## src/rtl/core/mpk_pkg.sv

```systemverilog
// Shared types, constants and microcode ROM for the max-profit k-transactions core.
package mpk_pkg;

	localparam int BAL_W   = 32;
	localparam int PRICE_W = 16;
	localparam int LIMIT_W = 4;
	localparam int PROFIT_W = 31;

	localparam logic signed [BAL_W-1:0] HOLD_EMPTY = 32'sh8000_0000;
	localparam logic [LIMIT_W-1:0] LIMIT_RESET = 4'd1;

	typedef enum logic [1:0] {
		STEP_FETCH,
		STEP_READ,
		STEP_CALC,
		STEP_EMIT
	} step_t;

	typedef enum logic [1:0] {
		COND_ALWAYS,
		COND_IN_VALID,
		COND_SLOT_LAST,
		COND_OUT_FREE
	} cond_t;

	typedef struct packed {
		logic  acc;
		logic  calc;
		logic  emit;
		cond_t cond;
		step_t nxt_t;
		step_t nxt_f;
	} uword_t;

	function automatic uword_t ucode_rom(input step_t step);
		uword_t w;
		w = '{acc: 1'b1, calc: 1'b0, emit: 1'b0, cond: COND_IN_VALID,
			nxt_t: STEP_READ, nxt_f: STEP_FETCH};
		case (step)
			STEP_FETCH: w = '{acc: 1'b1, calc: 1'b0, emit: 1'b0, cond: COND_IN_VALID,
				nxt_t: STEP_READ, nxt_f: STEP_FETCH};
			STEP_READ: w = '{acc: 1'b0, calc: 1'b0, emit: 1'b0, cond: COND_ALWAYS,
				nxt_t: STEP_CALC, nxt_f: STEP_CALC};
			STEP_CALC: w = '{acc: 1'b0, calc: 1'b1, emit: 1'b0, cond: COND_SLOT_LAST,
				nxt_t: STEP_EMIT, nxt_f: STEP_CALC};
			STEP_EMIT: w = '{acc: 1'b0, calc: 1'b0, emit: 1'b1, cond: COND_OUT_FREE,
				nxt_t: STEP_FETCH, nxt_f: STEP_EMIT};
			default: w = '{acc: 1'b1, calc: 1'b0, emit: 1'b0, cond: COND_IN_VALID,
				nxt_t: STEP_READ, nxt_f: STEP_FETCH};
		endcase
		return w;
	endfunction

endpackage

```

## src/rtl/core/mpk_ram.sv

```systemverilog
// Generic single-write, single-read RAM with registered read data.
module mpk_ram #(
	parameter int WIDTH = 64,
	parameter int DEPTH = 8
) (
	input  logic                                  clk,
	input  logic                                  we,
	input  logic [((DEPTH > 1) ? $clog2(DEPTH) : 1)-1:0] waddr,
	input  logic [WIDTH-1:0]                      wdata,
	input  logic [((DEPTH > 1) ? $clog2(DEPTH) : 1)-1:0] raddr,
	output logic [WIDTH-1:0]                      rdata
);

	logic [WIDTH-1:0] mem_q [DEPTH];

	always_ff @(posedge clk) begin
		if (we) begin
			mem_q[waddr] <= wdata;
		end
		rdata <= mem_q[raddr];
	end

endmodule

```

## src/rtl/core/max_profit_k_transactions_core.sv

```systemverilog
// Top level: microcoded best-profit tracker over a price stream, k transactions.
//
//  channel  | direction | word contents (lsb first)
//  ---------+-----------+-------------------------------------------------
//  cfg      | in        | cfg_data: max_transactions[3:0]
//  s_axis   | in        | tdata: price[15:0]; tuser: first_day; tlast: last_day
//  m_axis   | out       | tdata: best_profit[30:0], pad[31]; tlast: final_res
//
// An item steps through fetch, RAM read, a calc step per slot through the single
// balance RAM, and emit. Slot balances live in the RAM; per-slot valid
// bits stand in for the reset value and are cleared by reset and by first_day.
// The result sits in an output register, so the next word is fetched while it waits.
// cfg is always ready.
module max_profit_k_transactions_core #(
	parameter int MAX_SLOTS = 8
) (
	input  logic        clk,
	input  logic        arst_n,
	input  logic        cfg_valid,
	output logic        cfg_ready,
	input  logic [3:0]  cfg_data,       // max_transactions
	input  logic        s_axis_tvalid,
	output logic        s_axis_tready,
	input  logic [15:0] s_axis_tdata,   // price
	input  logic        s_axis_tuser,   // first_day
	input  logic        s_axis_tlast,   // last_day
	output logic        m_axis_tvalid,
	input  logic        m_axis_tready,
	output logic [31:0] m_axis_tdata,   // best_profit[30:0], zero pad
	output logic        m_axis_tlast    // final_res
);

	localparam int SW = (MAX_SLOTS > 1) ? $clog2(MAX_SLOTS) : 1;
	localparam int CW = ((SW > mpk_pkg::LIMIT_W) ? SW : mpk_pkg::LIMIT_W) + 1;
	localparam int RW = 2 * mpk_pkg::BAL_W;
	localparam logic [SW-1:0] LAST_SLOT = SW'(MAX_SLOTS - 1);

	mpk_pkg::step_t  step_q, step_nxt;
	mpk_pkg::uword_t uw;
	logic            cond_ok;
	logic            acc, calc, out_free, emit_go;

	logic [mpk_pkg::LIMIT_W-1:0] max_trans_q;
	logic [SW-1:0]               slot_q;
	logic [MAX_SLOTS-1:0]        vld_q;
	logic                        out_vld_q;

	logic [mpk_pkg::PRICE_W-1:0]        price_q;
	logic                               last_q;
	logic signed [mpk_pkg::BAL_W-1:0]   best_q;
	logic signed [mpk_pkg::BAL_W-1:0]   prev_free_q;
	logic [mpk_pkg::PROFIT_W-1:0]       out_profit_q;
	logic                               out_last_q;

	logic [SW-1:0]                      rd_addr;
	logic [RW-1:0]                      rd_word, wr_word;
	logic signed [mpk_pkg::BAL_W:0]     hold_old, free_old, base_bal, buy, sell, price_x;
	logic signed [mpk_pkg::BAL_W-1:0]   new_hold, new_free;
	logic                               slot_vld, in_lim;

	assign cfg_ready = 1'b1;

	// microcode sequencing
	always_comb begin
		uw = mpk_pkg::ucode_rom(step_q);
	end

	assign out_free = !out_vld_q || m_axis_tready;

	always_comb begin
		case (uw.cond)
			mpk_pkg::COND_ALWAYS:    cond_ok = 1'b1;
			mpk_pkg::COND_IN_VALID:  cond_ok = s_axis_tvalid;
			mpk_pkg::COND_SLOT_LAST: cond_ok = (slot_q == LAST_SLOT);
			mpk_pkg::COND_OUT_FREE:  cond_ok = out_free;
			default:                 cond_ok = 1'b1;
		endcase
	end

	always_comb begin
		step_nxt = cond_ok ? uw.nxt_t : uw.nxt_f;
	end

	always_comb begin
		s_axis_tready = uw.acc;
		acc           = uw.acc && s_axis_tvalid;
		calc          = uw.calc;
		emit_go       = uw.emit && out_free;
	end

	// datapath
	assign rd_addr  = calc ? slot_q + SW'(1) : slot_q;
	assign slot_vld = vld_q[slot_q];
	assign price_x  = $signed({{(mpk_pkg::BAL_W + 1 - mpk_pkg::PRICE_W){1'b0}}, price_q});

	always_comb begin
		hold_old = slot_vld ? {rd_word[RW-1], rd_word[RW-1:mpk_pkg::BAL_W]}
			: {mpk_pkg::HOLD_EMPTY[mpk_pkg::BAL_W-1], mpk_pkg::HOLD_EMPTY};
		free_old = slot_vld ? {rd_word[mpk_pkg::BAL_W-1], rd_word[mpk_pkg::BAL_W-1:0]}
			: '0;
		base_bal = (slot_q == '0) ? '0 : {prev_free_q[mpk_pkg::BAL_W-1], prev_free_q};
		buy      = base_bal - price_x;
		sell     = hold_old + price_x;
		new_hold = (buy > hold_old) ? buy[mpk_pkg::BAL_W-1:0] : hold_old[mpk_pkg::BAL_W-1:0];
		new_free = (sell > free_old) ? sell[mpk_pkg::BAL_W-1:0] : free_old[mpk_pkg::BAL_W-1:0];
		in_lim   = CW'(slot_q) < CW'(max_trans_q);
	end

	assign wr_word = {new_hold, new_free};

	mpk_ram #(
		.WIDTH (RW),
		.DEPTH (MAX_SLOTS)
	) u_bal_ram (
		.clk   (clk),
		.we    (calc),
		.waddr (slot_q),
		.wdata (wr_word),
		.raddr (rd_addr),
		.rdata (rd_word)
	);

	// control state
	always_ff @(posedge clk or negedge arst_n) begin
		if (!arst_n) begin
			step_q      <= mpk_pkg::STEP_FETCH;
			max_trans_q <= mpk_pkg::LIMIT_RESET;
			slot_q      <= '0;
			vld_q       <= '0;
			out_vld_q   <= 1'b0;
		end else begin
			step_q <= step_nxt;
			if (cfg_valid) begin
				max_trans_q <= cfg_data;
			end
			if (acc) begin
				slot_q <= '0;
				if (s_axis_tuser) begin
					vld_q <= '0;
				end
			end else if (calc) begin
				slot_q        <= slot_q + SW'(1);
				vld_q[slot_q] <= 1'b1;
			end
			if (emit_go) begin
				out_vld_q <= 1'b1;
			end else if (m_axis_tready) begin
				out_vld_q <= 1'b0;
			end
		end
	end

	// payload
	always_ff @(posedge clk) begin
		if (acc) begin
			price_q <= s_axis_tdata;
			last_q  <= s_axis_tlast;
			best_q  <= '0;
		end else if (calc) begin
			prev_free_q <= free_old[mpk_pkg::BAL_W-1:0];
			if (in_lim && (new_free > best_q)) begin
				best_q <= new_free;
			end
		end
		if (emit_go) begin
			// best_q is never negative, so it fits the output range as is
			out_profit_q <= best_q[mpk_pkg::PROFIT_W-1:0];
			out_last_q   <= last_q;
		end
	end

	assign m_axis_tvalid = out_vld_q;
	assign m_axis_tdata  = {1'b0, out_profit_q};
	assign m_axis_tlast  = out_last_q;

endmodule
```

## config.mk

```make
export PLATFORM = sky130hd
export DESIGN_NAME = max_profit_k_transactions_core
export DESIGN_NICKNAME = d
export VERILOG_FILES = /design/src/rtl/core/mpk_pkg.sv /design/src/rtl/core/mpk_ram.sv /design/src/rtl/core/max_profit_k_transactions_core.sv
export SDC_FILE = /design/constraint.sdc
export NUM_CORES = 1
export LEC_CHECK = 0
export ABC_AREA = 1
export ABC_CLOCK_PERIOD_IN_PS = 10100
export BUFFER_PORTS_ARGS = -buffer_cell sky130_fd_sc_hd__buf_2
export CORE_MARGIN = 8
export CORE_UTILIZATION = 25
export CTS_BUF_LIST = sky130_fd_sc_hd__clkbuf_4
export DETAILED_ROUTE_END_ITERATION = 6
export PLACE_DENSITY_LB_ADDON = 0.15
export REMOVE_ABC_BUFFERS = 1
export SETUP_SLACK_MARGIN = 0.15
export SLEW_MARGIN = 20
export SYNTH_ARGS = -nofsm -noshare
export SYNTH_HDL_FRONTEND = slang
export SYNTH_HIERARCHICAL = 1
export SYNTH_SLANG_ARGS = --single-unit
```

## constraint.sdc

```tcl
create_clock -name clk -period 10.1 [get_ports clk]
set_input_delay 2.525 -clock clk [delete_from_list [all_inputs] [get_ports clk]]
set_output_delay 2.525 -clock clk [all_outputs]
set_load 0.05 [all_outputs]
```

==> metrics.yaml <==
hold_violations: 0
drc: 0
numCtsBuffers: 196
clock.fmax_mhz: 114
overflow: 0
rows: 137
htreeDepth: 4
hold_class: "reg -> reg"
crit_top_cell: "nand2_1"
synth_top_cell_area_share_pct: 50.5
cts-root-buf: "clkbuf_4"
hold-worst-slack_ns: 0.442
slowest_delay_ns: 0.62
fin_nets: 4305
start_util_pct: 25.2
met1Wirelength_mm: 53.1
arrival_ns: 9.83
die-area_um2: 153000
synth_area_leader_cell: "edfxtp_1"
final_cell_mix: "nand2_1 (1339), inv_1 (808), edfxtp_1 (593), nand3_1 (383), clkbuf_4 (293)"
ff2ff_path_depth: 47
cts_resized: 0
top_layer: "met4"
clk_pin_slew_ns: 0.07
drive_gt1_share_pct: 11.3
grt_usage_pct: 14.1
io-pin-count: 63
synth_area_um2: 35200
holdCritStartpoint: "last_q$_DFFE_PP_"
synthCells: 3983
crit-reg2reg-launch: "slot_q[0]$_DFF_PN0_"
critPathMaxFanout: 28
reg2reg_to: "best_q[28]$_SDFFE_PP0P_"
firstDrtPassIters: 7
clock_sink_count: 707
min_period_ns: 8.80
hold_depth: 0
yosysSeqAreaShare_pct: 57.3
path_class: "reg -> reg"
wirelength_mm: 109
wire_per_inst_um: 17.6
clock_latency_ns: 1.17
layout_commonest_cell: "nand2_1"
end_kind: "flop"
worst_ep_required_time_ns: 11.13
post-route-period-util_pct: 87.1
port_buffers: 60
syn_to_final_growth_pct: 13.9
max-cap-violations: 0
relSlewSlack_pct: 34.7
cts_setup_buffers: 0
hpwl_mm: 69.7
wl_met2_mm: 48.8
worstSetupStartpointType: "flop"
ys_types: 53
grt_max_degree: 140
cts_hold_buf: 0
yosys_most_used_dff: "edfxtp_1"
antenna_found_initial: 3
grt_pass1_vias: 25400
synth-edff-count: 593
vias: 25800
fillers: 15000
final-setup-viol-count: 0
rrSetupSlack_ns: 1.30
worst_pin_slew_ns: 0.979
synth_warnings: 6
critPathSlowestCell: "inv_1"
ys_ff_latch: 707
clk_path_buf_depth: 3
rsz0062_at_grt: "false"
dieWidth_um: 391
multi_input_area_um2: 11200
async_reset_ff_share_pct: 2.55
worstHoldEndpoint: "m_axis_tlast$_DFFE_PP_"
wl_met3_mm: 4.63
cts_tree: "done"
grt_pass1_wl_mm: 163
postSynthAreaPerCell_um2: 8.85
synth_area_leaders: "edfxtp_1 (51%), nand2_1 (14%), inv_1 (8.6%), dfxtp_1 (5.5%), nand3_1 (5.5%)"
status: "completed"
final_antenna_net_count: 0
first_iter_violations: 1487
slew_violations: 0
viasPerCell: 4.17
seqCellArea_um2: 20200
skew_ns: 0.0981
die_h_um: 391
place.gp.congestion: 0.870
fp.coreArea_um2: 140000
==> layer usage <==
layer / track usage, % / vias to the layer above
met5: 0 / -
met4: 4.33 / 0
met3: 2.81 / 149
met2: 22.2 / 526
met1: 19.6 / 12100
li1: - / 13000
==> worst max path at each step <==
stage                     depth (start not counted)  slack, ns           startpoint                           to
final                                            47       1.30  slot_q[0]$_DFF_PN0_      best_q[28]$_SDFFE_PP0P_
after global routing                             45       0.26  slot_q[0]$_DFF_PN0_      best_q[28]$_SDFFE_PP0P_
after CTS                                        47       1.30  slot_q[0]$_DFF_PN0_      best_q[28]$_SDFFE_PP0P_
after detailed placement                         47       1.31  slot_q[0]$_DFF_PN0_      best_q[28]$_SDFFE_PP0P_
after global placement                           46       1.46  slot_q[0]$_DFF_PN0_      best_q[18]$_SDFFE_PP0P_
after floorplan                                  10      -0.13  step_q[0]$_DFF_PN0_  u_bal_ram/rdata[62]$_DFF_P_
==> state kept, by name, summed over array words and instances, names as in the netlist <==
register         count
m_axis_tvalid        1
max_trans_q          4
m_axis_tlast         1
u_bal_ram/mem_q    512
out_profit_q        31
last_q               1
price_q             16
step_q               2
u_bal_ram/rdata     64
best_q              32
vld_q                8
slot_q               3
prev_free_q         32
==> cell usage after synthesis, types with 2 or more instances <==
cell type	number
xor2_1	27
xnor2_1	10
buf_2	64
o2111ai_1	2
a21boi_0	2
a21o_1	7
dfrtp_1	17
o21ai_1	10
or2_1	3
nand3_1	384
nand2_2	13
nand4_1	25
buf_6	17
a21oi_1	100
nor2_2	2
nand3b_1	6
nor3b_1	2
buf_4	22
clkbuf_1	25
conb_1	2
buf_1	6
nor4_1	12
a31oi_1	5
ha_1	128
inv_1	811
nor3_2	3
fa_1	2
inv_2	20
nand3_2	3
edfxtp_1	593
o22ai_1	9
and2_1	2
dfxtp_1	96
nor2_1	117
o211ai_1	5
o21ai_0	53
nand2_4	4
nand2_1	1342
nor3_1	18
==> worst max-delay path: cells and delay by family, from the launching register on <==
kind	cells	cell delay, ns
AO/OA/AOI/OAI	5	0.74
flip-flops	1	0.60
AND/OR/NAND/NOR	29	3.82
adder cells (fa/ha/maj)	4	1.25
buffers and inverters	9	2.20
==> logic make-up (layout without fill, tap and decap cells) <==
logic type	count (synthesis)	in the layout	share of synthesized area, %
compound gates	198	198	3.03
xor+xnor	38	38	0.966
fa+ha+maj	130	130	4.66
buf+inv	966	1293	11.2
flops	707	707	57.3
mux	1	1	0.0320
other cells	2	12	0.0213
simple gates	1941	1941	22.9
==> area by class of cell <==
type | instances | area share (%)
timing repair buffer | 102 | 1.57
clock inverter | 67 | 1.02
clock buffer | 293 | 5.48
antenna | 10 | 0.0624
sequential | 707 | 50.3
tap | 1876 | 5.85
multi-input combinational | 2310 | 27.9
inverter | 831 | 7.80
==> stage by stage <==
step	setup TNS (ns)	std cells	area [um2]	setup slack, ns	util, %
CTS	0	6186	40100	1.30	28.7
global placement	0	5826	37500	1.46	26.8
floorplan	-6.82	3848	34400	-0.126	-
finish	0	6196	40100	1.30	28.7
global route	0	6195	40100	0.257	28.7
detailed placement	0	5826	37500	1.31	26.8
Power is left out: the tool's default activity adds up to more than one toggle a clock period on the data nets, which glitch-free logic cannot reach.
